[config.mk]
export PLATFORM = sky130hd
export DESIGN_NAME = ea_xa_adpcm_decoder
export DESIGN_NICKNAME = d
export VERILOG_FILES = /design/src/rtl/core/eaxa_pkg.sv /design/src/rtl/core/ea_xa_adpcm_decoder.sv
export SDC_FILE = /design/constraint.sdc
export NUM_CORES = 1
export LEC_CHECK = 0
export BUFFER_PORTS_ARGS = -buffer_cell sky130_fd_sc_hd__buf_2
export CAP_MARGIN = 10
export CORE_MARGIN = 10
export CORE_UTILIZATION = 50
export CTS_CLUSTER_SIZE = 30
export DETAILED_ROUTE_END_ITERATION = 6
export PLACE_DENSITY = 0.69
export SYNTH_ARGS = -nofsm -noshare
export SYNTH_HDL_FRONTEND = slang
export SYNTH_SLANG_ARGS = --single-unit
[constraint.sdc]
create_clock -name i_clk -period 19 [get_ports i_clk]
set_input_delay 2.85 -clock i_clk [delete_from_list [all_inputs] [get_ports i_clk]]
set_output_delay 2.85 -clock i_clk [all_outputs]
set_load 0.1 [all_outputs]
[src/rtl/core/eaxa_pkg.sv]
// ----------------------------------------------------------------------------
// eaxa_pkg
// Shared types, constants and the predictor coefficient table of the
// EA-XA ADPCM decoder.
// ----------------------------------------------------------------------------
package eaxa_pkg;

    localparam int COUNT_BITS_DEF = 24;
    localparam int BLOCK_SAMPLES  = 28;

    // block phase codes
    localparam logic [1:0] PH_CTRL  = 2'd0;
    localparam logic [1:0] PH_SHIFT = 2'd1;
    localparam logic [1:0] PH_DATA  = 2'd2;

    // header byte targets
    localparam logic [1:0] HT_RECENT_L = 2'd0;
    localparam logic [1:0] HT_OLDER_L  = 2'd1;
    localparam logic [1:0] HT_RECENT_R = 2'd2;
    localparam logic [1:0] HT_OLDER_R  = 2'd3;

    localparam logic [4:0] HDR_LEN_MONO   = 5'd4;
    localparam logic [4:0] HDR_LEN_STEREO = 5'd8;

    localparam logic signed [27:0] ROUND_ADD = 28'sh80;
    localparam logic signed [27:0] SAT_MAX   = 28'sh7FFF;
    localparam logic signed [27:0] SAT_MIN   = -28'sh8000;

    // one queued sample computation
    typedef struct packed {
        logic [3:0] nib;
        logic       ch;
        logic [3:0] sel;
        logic [3:0] shift;
        logic       last;
    } t_op;

    function automatic logic signed [9:0] coef(input logic [4:0] idx);
        logic signed [9:0] c;
        unique case (idx)
            5'd1:    c = 10'sd240;
            5'd2:    c = 10'sd460;
            5'd3:    c = 10'sd392;
            5'd6:    c = -10'sd208;
            5'd7:    c = -10'sd220;
            5'd9:    c = 10'sd1;
            5'd10:   c = 10'sd3;
            5'd11:   c = 10'sd4;
            5'd12:   c = 10'sd7;
            5'd13:   c = 10'sd8;
            5'd14:   c = 10'sd10;
            5'd15:   c = 10'sd11;
            5'd17:   c = -10'sd1;
            5'd18:   c = -10'sd3;
            5'd19:   c = -10'sd4;
            default: c = 10'sd0;
        endcase
        return c;
    endfunction

endpackage

[src/rtl/core/ea_xa_adpcm_decoder.sv]
// ----------------------------------------------------------------------------
// ea_xa_adpcm_decoder
// Byte-serial EA-XA ADPCM chunk decoder, mono or interleaved stereo.
// ----------------------------------------------------------------------------
//  channel  dir  handshake                      payload
//  s_axis   in   i_s_axis_tvalid/o_s_axis_tready tdata {chunk_samples,data_byte}
//                                               tuser chunk_start
//  m_axis   out  o_m_axis_tvalid/i_m_axis_tready tdata sample, tuser channel,
//                                               tlast last
//  cfg      in   i_cfg_valid/o_cfg_ready         i_cfg_data stereo_mode
//
//  A data byte with two samples is worked one sample at a time: the single
//  predictor (two 16x10 multiplies, add, round, clamp) makes one sample per
//  cycle unless the output stalls, since the second mono sample depends on
//  the first. Sequencing state is updated as an item is accepted; one job
//  register holds the pending work. Synchronous active-low reset clears the
//  control, job-valid, history and output-valid state. A stalled output
//  holds a pending sample job, and input ready stays low until it drains.
// ----------------------------------------------------------------------------
module ea_xa_adpcm_decoder #(
    parameter int COUNT_BITS = eaxa_pkg::COUNT_BITS_DEF
) (
    input  logic        i_clk,
    input  logic        i_rst_n,
    input  logic        i_s_axis_tvalid,
    output logic        o_s_axis_tready,
    input  logic [31:0] i_s_axis_tdata,   // [7:0] data_byte, [31:8] chunk_samples
    input  logic [0:0]  i_s_axis_tuser,   // [0] chunk_start
    output logic        o_m_axis_tvalid,
    input  logic        i_m_axis_tready,
    output logic [15:0] o_m_axis_tdata,   // [15:0] sample
    output logic [0:0]  o_m_axis_tuser,   // [0] channel
    output logic        o_m_axis_tlast,
    input  logic        i_cfg_valid,
    output logic        o_cfg_ready,
    input  logic [0:0]  i_cfg_data        // [0] stereo_mode
);

    localparam logic [32:0] CNT_LIM = (33'd1 << COUNT_BITS) - 33'd1;

    // ---------------- control state ----------------
    logic                  r_stereo;
    logic [2:0]            r_hpos,  n_hpos;
    logic                  r_inhdr, n_inhdr;
    logic [1:0]            r_phase, n_phase;
    logic [4:0]            r_bpos,  n_bpos;
    logic [COUNT_BITS-1:0] r_left,  n_left;
    logic [3:0]            r_sel_l, n_sel_l, r_sel_r, n_sel_r;
    logic [3:0]            r_shf_l, n_shf_l, r_shf_r, n_shf_r;

    // ---------------- job register ----------------
    logic                  r_job_v;
    logic                  r_job_hdr, n_job_hdr;
    logic                  r_job_two, n_job_two;
    logic [1:0]            r_job_tgt, n_job_tgt;
    logic                  r_job_hib, n_job_hib;
    logic [7:0]            r_job_byte;
    eaxa_pkg::t_op         r_op0, n_op0, r_op1, n_op1;
    logic                  r_idx;
    logic                  n_job_v;

    // ---------------- predictor history ----------------
    logic [15:0] r_rec_l, r_old_l, r_rec_r, r_old_r;

    // ---------------- output register ----------------
    logic        r_out_v;
    logic [15:0] r_out_s;
    logic        r_out_ch;
    logic        r_out_last;

    logic       s_acc;
    logic       can_out;
    logic       job_done;
    logic [7:0] in_byte;
    logic [3:0] hi_nib, lo_nib;
    logic [2:0] hp_inc;
    logic [4:0] hdr_len;
    logic [4:0] bpos_add;
    logic [32:0] cnt_ext;

    assign in_byte = i_s_axis_tdata[7:0];
    assign hi_nib  = in_byte[7:4];
    assign lo_nib  = in_byte[3:0];
    assign cnt_ext = 33'(i_s_axis_tdata[31:8]);

    assign can_out  = !r_out_v || i_m_axis_tready;
    assign job_done = r_job_v && (r_job_hdr || (can_out && (r_idx == r_job_two)));
    assign o_s_axis_tready = !r_job_v || job_done;
    assign s_acc = i_s_axis_tvalid && o_s_axis_tready;
    assign o_cfg_ready = 1'b1;

    // accept-time sequencing
    always_comb begin
        n_hpos    = r_hpos;
        n_inhdr   = r_inhdr;
        n_phase   = r_phase;
        n_bpos    = r_bpos;
        n_left    = r_left;
        n_sel_l   = r_sel_l;
        n_sel_r   = r_sel_r;
        n_shf_l   = r_shf_l;
        n_shf_r   = r_shf_r;
        n_job_v   = 1'b0;
        n_job_hdr = 1'b0;
        n_job_two = 1'b0;
        n_job_tgt = r_hpos[2:1];
        n_job_hib = r_hpos[0];
        n_op0     = '0;
        n_op1     = '0;
        hp_inc    = 3'd0;
        hdr_len   = r_stereo ? eaxa_pkg::HDR_LEN_STEREO : eaxa_pkg::HDR_LEN_MONO;
        bpos_add  = 5'd0;

        if (i_s_axis_tuser[0]) begin
            n_left  = COUNT_BITS'((cnt_ext > CNT_LIM) ? CNT_LIM : cnt_ext);
            n_hpos  = 3'd0;
            n_inhdr = 1'b1;
            n_phase = eaxa_pkg::PH_CTRL;
            n_bpos  = 5'd0;
        end

        if (n_inhdr) begin
            n_job_v   = 1'b1;
            n_job_hdr = 1'b1;
            n_job_tgt = n_hpos[2:1];
            n_job_hib = n_hpos[0];
            hp_inc    = n_hpos + 3'd1;
            n_hpos    = hp_inc;
            if ({2'b00, hp_inc} >= hdr_len || hp_inc == 3'd0) begin
                n_inhdr = 1'b0;
                n_hpos  = 3'd0;
            end
        end else if (n_left == '0) begin
            // nothing left in this chunk: byte is dropped
        end else if (n_phase != eaxa_pkg::PH_DATA && n_phase != eaxa_pkg::PH_SHIFT) begin
            n_sel_l = hi_nib;
            if (r_stereo) begin
                n_sel_r = lo_nib;
                n_phase = eaxa_pkg::PH_SHIFT;
            end else begin
                n_shf_l = lo_nib;
                n_phase = eaxa_pkg::PH_DATA;
            end
        end else if (n_phase == eaxa_pkg::PH_SHIFT) begin
            n_shf_l = hi_nib;
            n_shf_r = lo_nib;
            n_phase = eaxa_pkg::PH_DATA;
        end else begin
            n_job_v    = 1'b1;
            n_op0.nib   = hi_nib;
            n_op0.ch    = 1'b0;
            n_op0.sel   = n_sel_l;
            n_op0.shift = n_shf_l;
            if (r_stereo) begin
                n_job_two   = 1'b1;
                n_op0.last  = 1'b0;
                n_op1.nib   = lo_nib;
                n_op1.ch    = 1'b1;
                n_op1.sel   = n_sel_r;
                n_op1.shift = n_shf_r;
                n_op1.last  = (n_left == COUNT_BITS'(1));
                n_left      = n_left - COUNT_BITS'(1);
                bpos_add    = 5'd1;
            end else if (n_left == COUNT_BITS'(1)) begin
                // odd end: low nibble is dropped
                n_op0.last = 1'b1;
                n_left     = '0;
                bpos_add   = 5'd1;
            end else begin
                n_job_two   = 1'b1;
                n_op0.last  = 1'b0;
                n_op1.nib   = lo_nib;
                n_op1.ch    = 1'b0;
                n_op1.sel   = n_sel_l;
                n_op1.shift = n_shf_l;
                n_op1.last  = (n_left == COUNT_BITS'(2));
                n_left      = n_left - COUNT_BITS'(2);
                bpos_add    = 5'd2;
            end
            n_bpos = n_bpos + bpos_add;
            if (n_bpos >= 5'(eaxa_pkg::BLOCK_SAMPLES)) begin
                n_bpos  = 5'd0;
                n_phase = eaxa_pkg::PH_CTRL;
            end
        end
    end

    // ---------------- predictor ----------------
    eaxa_pkg::t_op     cur_op;
    logic signed [15:0] p_rec, p_old;
    logic signed [9:0]  p_c1, p_c2;
    logic signed [3:0]  p_nib;
    logic [4:0]         p_sh;
    logic signed [27:0] p_d;
    logic signed [25:0] p_m1, p_m2;
    logic signed [27:0] p_sum, p_shr;
    logic [15:0]        p_res;

    always_comb begin
        cur_op = r_idx ? r_op1 : r_op0;
        p_rec  = cur_op.ch ? r_rec_r : r_rec_l;
        p_old  = cur_op.ch ? r_old_r : r_old_l;
        p_c1   = eaxa_pkg::coef({1'b0, cur_op.sel});
        p_c2   = eaxa_pkg::coef({1'b0, cur_op.sel} + 5'd4);
        p_nib  = cur_op.nib;
        p_sh   = 5'd20 - {1'b0, cur_op.shift};
        p_d    = 28'(p_nib) <<< p_sh;
        p_m1   = 26'(p_rec) * 26'(p_c1);
        p_m2   = 26'(p_old) * 26'(p_c2);
        p_sum  = p_d + 28'(p_m1) + 28'(p_m2) + eaxa_pkg::ROUND_ADD;
        p_shr  = p_sum >>> 8;
        if (p_shr > eaxa_pkg::SAT_MAX) begin
            p_res = 16'h7FFF;
        end else if (p_shr < eaxa_pkg::SAT_MIN) begin
            p_res = 16'h8000;
        end else begin
            p_res = p_shr[15:0];
        end
    end

    // ---------------- registers ----------------
    always_ff @(posedge i_clk) begin
        if (!i_rst_n) begin
            r_stereo  <= 1'b0;
            r_hpos    <= 3'd0;
            r_inhdr   <= 1'b0;
            r_phase   <= eaxa_pkg::PH_CTRL;
            r_bpos    <= 5'd0;
            r_left    <= '0;
            r_sel_l   <= 4'd0;
            r_sel_r   <= 4'd0;
            r_shf_l   <= 4'd0;
            r_shf_r   <= 4'd0;
            r_job_v   <= 1'b0;
            r_idx     <= 1'b0;
            r_rec_l   <= 16'd0;
            r_old_l   <= 16'd0;
            r_rec_r   <= 16'd0;
            r_old_r   <= 16'd0;
            r_out_v   <= 1'b0;
        end else begin
            if (i_cfg_valid) begin
                r_stereo <= i_cfg_data[0];
            end

            if (r_job_v && !r_job_hdr && can_out) begin
                r_out_v <= 1'b1;
            end else if (i_m_axis_tready) begin
                r_out_v <= 1'b0;
            end

            // job execution
            if (r_job_v && r_job_hdr) begin
                unique case (r_job_tgt)
                    eaxa_pkg::HT_RECENT_L: begin
                        if (r_job_hib) r_rec_l[15:8] <= r_job_byte;
                        else           r_rec_l[7:0]  <= r_job_byte;
                    end
                    eaxa_pkg::HT_OLDER_L: begin
                        if (r_job_hib) r_old_l[15:8] <= r_job_byte;
                        else           r_old_l[7:0]  <= r_job_byte;
                    end
                    eaxa_pkg::HT_RECENT_R: begin
                        if (r_job_hib) r_rec_r[15:8] <= r_job_byte;
                        else           r_rec_r[7:0]  <= r_job_byte;
                    end
                    eaxa_pkg::HT_OLDER_R: begin
                        if (r_job_hib) r_old_r[15:8] <= r_job_byte;
                        else           r_old_r[7:0]  <= r_job_byte;
                    end
                    default: ;
                endcase
            end else if (r_job_v && can_out) begin
                r_out_s    <= p_res;
                r_out_ch   <= cur_op.ch;
                r_out_last <= cur_op.last;
                if (cur_op.ch) begin
                    r_old_r <= r_rec_r;
                    r_rec_r <= p_res;
                end else begin
                    r_old_l <= r_rec_l;
                    r_rec_l <= p_res;
                end
                // back to the first sample once the job is done
                r_idx <= !job_done;
            end

            if (s_acc) begin
                r_job_v <= n_job_v;
            end else if (job_done) begin
                r_job_v <= 1'b0;
            end

            if (s_acc) begin
                r_hpos  <= n_hpos;
                r_inhdr <= n_inhdr;
                r_phase <= n_phase;
                r_bpos  <= n_bpos;
                r_left  <= n_left;
                r_sel_l <= n_sel_l;
                r_sel_r <= n_sel_r;
                r_shf_l <= n_shf_l;
                r_shf_r <= n_shf_r;
            end
        end
    end

    // job payload, no reset needed
    always_ff @(posedge i_clk) begin
        if (s_acc) begin
            r_job_hdr  <= n_job_hdr;
            r_job_two  <= n_job_two;
            r_job_tgt  <= n_job_tgt;
            r_job_hib  <= n_job_hib;
            r_job_byte <= in_byte;
            r_op0      <= n_op0;
            r_op1      <= n_op1;
        end
    end

    assign o_m_axis_tvalid   = r_out_v;
    assign o_m_axis_tdata    = r_out_s;
    assign o_m_axis_tuser[0] = r_out_ch;
    assign o_m_axis_tlast    = r_out_last;

endmodule
# Yosys cells after proc, flatten, opt, wreduce, memory -nomap -nowiden
# Memories as Yosys holds them, arrays and structs flattened.
# Cells that the tools add are included.
# op_classes
n_lt_le_gt_ge	5
shifts	1
mux	76
bitwise	4
eq_ne	17
reduce_logical	41
n_addsub	9
n_mul	2
# ops
cell	count
2-to-1 mux 16 bit	20
2-to-1 mux 24 bit	8
adder 28 x 26 -> 28 bit	2
multiplier 16 x 10 -> 26 bit	2
2-to-1 mux 5 bit	10
2-to-1 mux 14 bit	3
AND reduction 4 bit	9
adder 28 x 9 -> 28 bit (second input constant)	1
<<< shifter 4 x 5 -> 28 bit	1
equality test 24 x 1 -> 1 bit (second input constant)	1
equality test 24 x 2 -> 1 bit (second input constant)	1
> comparator 24 bit (second input constant)	1
logical NOT 24 bit	1
subtractor 24 x 1 -> 24 bit (second input constant)	1
subtractor 24 x 2 -> 24 bit (second input constant)	1
> comparator 20 x 16 -> 1 bit (second input constant)	1
< comparator 20 x 16 -> 1 bit (second input constant)	1
2-to-1 mux 2 bit	10
2-to-1 mux 1 bit	16
2-to-1 mux 4 bit	4
2-to-1 mux 8 bit	2
AND reduction 5 bit	3
!= test 2 x 1 -> 1 bit (second input constant)	6
nonzero test 2 bit	5
other kinds (22)	45
# totals
wordCells	196
ff_bits	178
mem_count	2
output_inout_bits	21
romBits	480
input_bits	39
# memory_table
name	words	width	rd	rd_clocked_by_memory_dff	wr	line	text
(name not given)	32	10	1	0	0	eaxa_pkg.sv:40	unique case (idx)
(name not given)	16	10	1	0	0	eaxa_pkg.sv:40	

# Longest topological paths before layout
# Gate-level depths: netlist of run 1.
# logic_depth
word_depth	17
ltp_mapped	41
mapped_depth_nobuf	35

# Least setup slack after synthesis of run 1
# Ideal clock, no wire load.
# synth_timing
path_kind	reg-to-reg
startpoint	register r_idx
endpoint	register r_out_s[10] (netlist: o_m_axis_tdata[10]), data pin
n_path_buf	7
arrival_ns	9.173
required_time_ns	18.732
setup_time_ns	0.268
synth_period_minus_slack_ns	9.441
stages_incl_launch_ff	35
setup_slack_ns	9.559
path_cell_list	dfxtp_1 buf_6 clkbuf_1 buf_1 mux2i_1 ha_1 clkbuf_1 nor3_1 a21oi_1 nor2_1 inv_1 buf_1 nor2_1 fa_1 inv_1 fa_1 inv_1 fa_1 fa_1 fa_1 fa_1 inv_1 fa_1 inv_1 ha_1 clkbuf_1 a21oi_1 a21boi_0 o2bb2ai_1 or3b_1 o21ai_0 xor2_1 a41o_1 clkbuf_1 nand2_1
# synth_between
elab_chain_cells	9
elab_cells_between_ends	17
cone_classes	5 x add/sub; 2 x mul; 2 x order compare; 1 x shift; 5 x mux; 2 x memory
# synth_rtl
element	line	text
from (decl)	ea_xa_adpcm_decoder.sv:59	logic r_idx;
from (signal assigned)	ea_xa_adpcm_decoder.sv:285	r_idx <= !job_done;
2-to-1 mux 14 bit (*)	ea_xa_adpcm_decoder.sv:200	cur_op = r_idx ? r_op1 : r_op0;
memory read (16 x 10 bit) (tied with other cells)	--	
multiplier 16 x 10 -> 26 bit (tied with other cells)	ea_xa_adpcm_decoder.sv:208	p_m1 = 26'(p_rec) * 26'(p_c1);
adder 28 x 26 -> 28 bit / multiplier 16 x 10 -> 26 bit (equally long branches)	ea_xa_adpcm_decoder.sv:210, ea_xa_adpcm_decoder.sv:209	
adder 28 x 26 -> 28 bit (*)	ea_xa_adpcm_decoder.sv:210	p_sum = p_d + 28'(p_m1) + 28'(p_m2) + eaxa_pkg::ROUND_ADD;
adder 28 x 9 -> 28 bit (*)	ea_xa_adpcm_decoder.sv:210	
< comparator 20 x 16 -> 1 bit	ea_xa_adpcm_decoder.sv:214	end else if (p_shr < eaxa_pkg::SAT_MIN) begin
2-to-1 mux 16 bit	ea_xa_adpcm_decoder.sv:214	
2-to-1 mux 16 bit (*)	ea_xa_adpcm_decoder.sv:212	if (p_shr > eaxa_pkg::SAT_MAX) begin
via p_res[10]	ea_xa_adpcm_decoder.sv:197	logic [15:0] p_res;
to (signal assigned)	ea_xa_adpcm_decoder.sv:274	r_out_s <= p_res;
to (decl)	ea_xa_adpcm_decoder.sv:67	logic [15:0] r_out_s;
# Mark *: on every way through the listed nets, which the timed path passes. The rest lies on a longest branch.
# A chain may end at the register's enable or synchronous reset.

# Worst setup path after layout of run 1
# layout_timing
startpoint	register r_idx
endpoint	register r_rec_l[2]
# layout_between
elab_chain_cells	12
elab_cells_between_ends	22
cone_classes	5 x add/sub; 2 x mul; 2 x order compare; 1 x eq/ne; 1 x shift; 8 x mux; 1 x reduce/logical; 2 x memory
# layout_rtl
element	line	text
2-to-1 mux 14 bit (*)	ea_xa_adpcm_decoder.sv:200	
memory read (16 x 10 bit) (tied with other cells)	--	
multiplier 16 x 10 -> 26 bit (tied with other cells)	ea_xa_adpcm_decoder.sv:208	
adder 28 x 26 -> 28 bit / multiplier 16 x 10 -> 26 bit (equally long branches)	ea_xa_adpcm_decoder.sv:210, ea_xa_adpcm_decoder.sv:209	
adder 28 x 26 -> 28 bit	ea_xa_adpcm_decoder.sv:210	
adder 28 x 9 -> 28 bit	ea_xa_adpcm_decoder.sv:210	
< comparator 20 x 16 -> 1 bit	ea_xa_adpcm_decoder.sv:214	
2-to-1 mux 16 bit	ea_xa_adpcm_decoder.sv:214	
2-to-1 mux 16 bit	ea_xa_adpcm_decoder.sv:212	
2-to-1 mux 16 bit	ea_xa_adpcm_decoder.sv:277	if (cur_op.ch) begin
2-to-1 mux 16 bit	ea_xa_adpcm_decoder.sv:273	end else if (r_job_v && can_out) begin
2-to-1 mux 16 bit	ea_xa_adpcm_decoder.sv:253	if (r_job_v && r_job_hdr) begin
to (signal assigned)	ea_xa_adpcm_decoder.sv:257	else r_rec_l[7:0] <= r_job_byte;
to (signal assigned)	ea_xa_adpcm_decoder.sv:282	r_rec_l <= p_res;
to (decl)	ea_xa_adpcm_decoder.sv:63	logic [15:0] r_rec_l, r_old_l, r_rec_r, r_old_r;
# Every way passes the cells marked *; elsewhere a longest branch is shown, timed or not. The select of a mux whose other input is x is not followed.

==> results.py, run 1 <==
metrics = {
    "outcome": {
        "status": "finished with violations",
        "violations": "design-rule violations",
    },
    "clock_tree": {
        "clockRootBuffer": "clkbuf_16",
        "htree_levels": 4,
        "hold_buffers": 0,
        "ctsResizeCount": 0,
        "clkSinkCount": 177,
        "cts_tree": "done",
        "cts_buffer_depth": 2,
        "cts_buffers": 17,
        "post_cts_buffers": 0,
        "insertion_delay_ns": 0.46,
        "clkTransAtPathRegs_ns": 0.07,
    },
    "worst_setup_path": {
        "required_ns": 19.31,
        "crit_top_cell": "fa_1",
        "r2r_setup_slack_ns": 7.77,
        "reg2regPathDepth": 31,
        "startpoint_type": "flip-flop",
        "reg2reg_to": "r_rec_l[2]",
        "critPathSlowestCell": "nor2_2",
        "cpPeakStageDelay_ns": 0.82,
        "path_max_fanout": 22,
        "worst-path-stages": 31,
        "crit_buf_inv": 8,
        "critical_path.top_delay_family": "adder cells",
        "arrival_ns": 11.53,
        "worstSetupPathType": "reg -> reg",
        "endpoint_kind": "flip-flop",
        "worstReg2RegStart": "r_idx",
        "cp-startpoint": "r_idx",
        "critical_path.endpoint": "r_rec_l[2]",
    },
    "sta": {
        "fin_skew_ns": 0.0132,
        "tns_ns": 0,
        "fmax_ghz": 0.0891,
        "worst_pin_slew_ns": 1.22,
        "hold_viol_final": 0,
        "slew_violations": 0,
        "setup_viol": 0,
        "period_needed_ns": 11.23,
        "whs_ns": 0.486,
        "slew_headroom_pct": 18.2,
        "period_share_pct": 59.1,
        "rsz0062_at_grt": "false",
        "worst_slack_ns": 7.77,
    },
    "pwr": {
        "p_leak_nw": 12.4,
        "netSwitchingFraction_pct": 47.7,
        "ir_drop_v": 0.0000768,
        "clkPwrFrac_pct": 19.9,
        "combPwrFrac_pct": 55.8,
        "finalPower_mw": 1.83,
        "pwr_density_cell_mw_per_mm2": 72.4,
        "p_switching_mw": 0.872,
        "internal-power_mw": 0.956,
        "sequentialPowerShare_pct": 24.3,
    },
    "global_route": {
        "grt_pass1_vias": 19900,
        "track_usage_pct": 25.8,
        "grt_antenna_before_repair": 2,
        "grt_pass1_wl_mm": 113,
        "grt_max_degree": 82,
        "gr-total-overflow": 0,
    },
    "floorplanning": {
        "dieArea_mm2": 0.0568,
        "initial_utilization_pct": 50.9,
        "core-area_mm2": 0.0469,
        "die_y_um": 238,
        "fp.dieW_um": 238,
        "io_pins": 60,
        "rows": 79,
    },
    "detailed_routing": {
        "route.detailed.drc": 4,
        "drt-total-wl_mm": 72.0,
        "firstDrtPassIters": 7,
        "via_per_inst": 5.79,
        "num_vias": 19100,
        "drtIter0Drc": 1680,
        "final_antenna_net_count": 0,
        "wl_per_cell_um": 21.8,
    },
    "worst_hold_path": {
        "holdPathStages": 2,
        "worst_hold_path_type": "reg -> reg",
    },
    "place": {
        "gp_congestion": 1.01,
        "post-place-ws_ns": 7.53,
        "dpl.hpwl_mm": 59.0,
        "port_buffers": 58,
        "placedCellCount": 3266,
    },
    "cells_and_area": {
        "antennaDiodeCount": 0,
        "final_cell_mix": "498 x inv_1, 371 x fa_1, 310 x nand2_1, 255 x nor2_1, 128 x ha_1",
        "nNetsFinal": 3218,
        "instances_no_fill": 3300,
        "drive_gt1_share_pct": 8.32,
        "fillers": 4315,
        "final_common_cell": "inv_1",
        "area_growth_pct": 5.87,
    },
    "synth": {
        "synth-seq-area-share_pct": 17.3,
        "yosys_register_bits": 177,
        "synth_top_family_by_area": "adder cells",
        "postSynthCellCount": 2687,
        "synth_edf_count": 58,
        "synth_simple_gate_area_share_pct": 15.7,
        "synth_compound_area_share_pct": 12.4,
        "synth_xor_area_share_pct": 1.51,
        "syn_area_per_cell_um2": 8.88,
        "synthesis.nets": 3225,
        "synth_area_mm2": 0.0238,
        "synth.largest_area_cell": "fa_1",
        "ys.flop_type": "dfxtp_1",
        "synth_fa_ha_area_share_pct": 37.9,
        "ys_top_cells_by_area": "fa_1 31%, dfxtp_1 10%, inv_1 7.9%",
        "synth_mux_area_share_pct": 5.40,
        "synth_top_area_share_pct": 31.1,
        "yosysWarnings": 0,
        "synthArstFlopShare_pct": 0,
        "ys_types": 96,
    },
    "flow_run": {
        "drv_cap": 0,
    },
}
cells by family (layout without fill, tap and decap cells):
logic type,Yosys count,after routing
fa+ha+maj,500,500
flops,177,177
mux,122,122
simple gates,818,818
other cells,1,1
compound gates,421,421
xor+xnor,41,41
buf+inv,607,613
cell type report:
class                      count  area (um^2)  area share (%)
clock buffer                  19          464            1.84
clock inverter                13          143           0.565
inverter                     501         1880            7.45
multi-input combinational   1903        17400            69.0
sequential                   177         4120            16.3
tap                          607          759            3.01
timing repair buffer          80          458            1.81
registers in the layout, summed over array words and instances (netlist names), 5 cells and up:
| signal | cells |
|---|---|
| r_left | 24 |
| r_job_byte | 8 |
| r_old_r | 16 |
| r_bpos | 5 |
| r_rec_l | 16 |
| r_rec_r | 16 |
| r_old_l | 16 |
| r_op0 | 13 |
| r_op1 | 14 |
| o_m_axis_tdata | 16 |
worst min path at each step:
| stage | startpoint | to |
|---|---|---|
| floorplan | r_left[16] | r_left[16] |
| CTS | r_left[4] | r_left[4] |
| detailed placement | r_hpos[0] | r_hpos[0] |
| global placement | r_hpos[0] | r_hpos[0] |
| finish | r_sel_l[0] | r_sel_l[0] |
| global route | r_left[4] | r_left[4] |
worst register-to-register path, delay by kind of cell, from the launching register on:
kind	cells	cell delay, ns
xor+xnor	1	0.37
fa+ha+maj	9	4.65
simple gates	5	1.77
flops	1	0.50
compound gates	7	1.89
mux	1	0.23
buf+inv	8	1.66
metrics by stage:
| stage | util (%) | area [um^2] |
|---|---|---|
| floorplan | - | 23800 |
| global placement | 52.6 | 24600 |
| detailed placement | 52.6 | 24600 |
| CTS | 53.8 | 25200 |
| global route | 53.9 | 25200 |
| finish | 53.9 | 25200 |
metal layers:
| metal | wire length (um) | part of all wire, % | track usage, % |
|---|---|---|---|
| met5 | 27 | 0.037 | 0 |
| met3 | 4690 | 6.5 | 4.17 |
| met4 | 4260 | 5.9 | 13.4 |
| met2 | 34500 | 48 | 42.6 |
| met1 | 28500 | 40 | 32.1 |
synthesized netlist by cell type, types with 11 or more instances:
cell,instances
inv_1,499
fa_1,371
nand2_1,311
nor2_1,255
ha_1,128
a21oi_1,121
dfxtp_1,119
clkbuf_1,82
mux2i_1,77
edfxtp_1,58
o21ai_0,57
mux2_2,44
nor2b_1,43
o211ai_1,37
o211a_1,35
nand3_1,34
nor3_1,30
xnor2_1,29
and3_1,28
and2_1,24
a21oi_2,20
nand2b_1,20
a21boi_0,16
a21o_1,15
a211oi_1,13
a31oi_1,13
o21a_1,13
xor2_1,12
a22o_1,11
power groups by stage:
stage / combinational, mW / sequential, mW / clock [mW]
after floorplan: 0.692 / 0.465 / 0
after global placement: 0.987 / 0.451 / 0
after detailed placement: 1.01 / 0.452 / 0
after CTS: 1.01 / 0.443 / 0.366
after global routing: 1.11 / 0.445 / 0.384
final: 1.02 / 0.444 / 0.364
No activity file was read; power rests on OpenSTA's default activity.
==> run 2: changes to the inputs <==
--- a/config.mk
+++ b/config.mk
@@ -11,7 +11,7 @@
 export CORE_UTILIZATION = 50
 export CTS_CLUSTER_SIZE = 30
 export DETAILED_ROUTE_END_ITERATION = 6
-export PLACE_DENSITY = 0.69
+export PLACE_DENSITY = 0.72
 export SYNTH_ARGS = -nofsm -noshare
 export SYNTH_HDL_FRONTEND = slang
 export SYNTH_SLANG_ARGS = --single-unit
==> constraint.sdc (replaced) <==
create_clock -name i_clk -period 10.3 [get_ports i_clk]
set_input_delay 1.545 -clock i_clk [delete_from_list [all_inputs] [get_ports i_clk]]
set_output_delay 1.545 -clock i_clk [all_outputs]
set_load 0.1 [all_outputs]
==> run 2 against run 1 <==
Effect of this change:
- the run now ends clean
- design area rose by 0.84%
- clock power rose by 80%
- combinational power rose by 85%
- fmax rose by 16%
- largest power group unchanged
- highest routed layer unchanged
==> results.py, run 2 (synthesized netlist as in run 1, its figures left out) <==
metrics = {
    "global_route": {
        "track_usage_pct": 25.7,
        "grt_antenna_before_repair": 1,
        "grt_max_degree": 88,
        "gr-total-overflow": 0,
        "grt_pass1_vias": 20000,
        "grt_pass1_wl_mm": 113,
    },
    "clock_tree": {
        "clkTransAtPathRegs_ns": 0.07,
        "cts_tree": "done",
        "clockRootBuffer": "clkbuf_16",
        "htree_levels": 4,
        "cts_buffer_depth": 2,
        "cts_buffers": 17,
        "insertion_delay_ns": 0.45,
        "clkSinkCount": 177,
    },
    "cells_and_area": {
        "fin_area_mm2": 0.0255,
        "final_cell_mix": "498 x inv_1, 371 x fa_1, 310 x nand2_1, 255 x nor2_1, 128 x ha_1",
        "top_register": "r_left",
        "drive_gt1_share_pct": 9.14,
        "largest_register_ffs": 24,
        "final_common_cell": "inv_1",
        "finalCoreUtilization_pct": 54.3,
        "nNetsFinal": 3248,
        "area_growth_pct": 6.75,
        "antennaDiodeCount": 0,
    },
    "detailed_routing": {
        "drtIter0Drc": 1463,
        "firstDrtPassIters": 7,
        "num_vias": 19200,
        "drt-total-wl_mm": 71.3,
        "wl_per_cell_um": 21.4,
        "route.detailed.drc": 0,
        "final_antenna_net_count": 0,
        "via_per_inst": 5.78,
    },
    "worst_setup_path": {
        "path_max_fanout": 19,
        "startpoint_type": "flip-flop",
        "required_ns": 10.61,
        "crit_buf_inv": 7,
        "critPathSlowestCell": "fa_1",
        "cpPeakStageDelay_ns": 0.74,
        "worstSetupPathType": "reg -> reg",
        "crit_top_cell": "fa_1",
        "endpoint_kind": "flip-flop",
        "critical_path.top_delay_family": "adder cells",
        "arrival_ns": 10.01,
    },
    "outcome": {
        "status": "complete, no violations",
    },
    "flow_run": {
        "drv_cap": 0,
    },
    "pwr": {
        "pwr_density_cell_mw_per_mm2": 132,
        "finalPower_mw": 3.36,
        "ir_drop_v": 0.000128,
        "p_leak_nw": 12.6,
    },
    "sta": {
        "worst_pin_slew_ns": 1.12,
        "fin_skew_ns": 0.0140,
        "rsz0062_at_grt": "false",
        "slew_violations": 0,
        "period_needed_ns": 9.70,
        "tns_ns": 0,
        "period_share_pct": 94.2,
        "fmax_ghz": 0.103,
        "worst_slack_ns": 0.602,
        "setup_viol": 0,
        "hold_viol_final": 0,
        "slew_headroom_pct": 25.0,
    },
    "floorplanning": {
        "fp.dieW_um": 238,
        "rows": 79,
        "core-area_mm2": 0.0469,
        "die_y_um": 238,
        "dieArea_mm2": 0.0568,
        "initial_utilization_pct": 50.9,
        "io_pins": 60,
    },
    "place": {
        "post-place-ws_ns": 0.253,
        "dpl.hpwl_mm": 59.1,
        "port_buffers": 58,
        "gp_congestion": 1.02,
        "dpl-instance-area_mm2": 0.0248,
    },
    "worst_hold_path": {
        "worst_hold_path_type": "reg -> reg",
    },
}
[run 2: metrics by stage]
| step | std cells | hold slack (ns) |
|---|---|---|
| finish | 3330 | 0.472 |
| global placement | 3294 | 0.452 |
| CTS | 3326 | 0.478 |
| detailed placement | 3294 | 0.468 |
| global route | 3330 | 0.504 |
| floorplan | 2687 | 0.441 |
[run 2: report_power, final]
group | switching [mW] | internal (mW)
registers | 0.0297 | 0.789
logic | 1.26 | 0.632
clock network | 0.314 | 0.342
total | 1.60 | 1.76
[run 2: final timing paths]
| kind | start | endpoint | slack, ns | cells after the start |
|---|---|---|---|---|
| worst min-delay path | r_left[18] | r_left[18] | 0.47 | 2 |
| worst min register to register | r_left[18] | r_left[18] | 0.47 | 2 |
| worst max register to register | r_idx | r_rec_l[13] | 0.60 | 29 |
| worst max-delay path | r_idx | r_rec_l[13] | 0.60 | 29 |
[run 2: tightest hold or removal path, stage by stage (launching register included)]
cell	delay (ns)
dfxtp_1	0.32
nand2_1	0.05
a21boi_1	0.05
[run 2: cell type report]
class                   instances  area, um^2
clock buffers                  18         429
clock inverters                14         143
fillers                      4303       21400
inverters                     501        1880
multi-input cells            1903       17400
flip-flops and latches        177        4120
well taps                     607         759
repair buffers                110         708
[run 2: per-layer routing]
layer | global-route usage [%] | wire length (um)
met1 | 31.9 | 28500
met2 | 41.9 | 33400
met3 | 4.48 | 4840
met4 | 14.2 | 4550
met5 | 0 | 13
[run 2: timing repair]
action                                  CTS  global route
hold buffers                              0             0
endpoints found under the setup margin    0            35
resized for setup                         0             4
setup buffers                             0             3
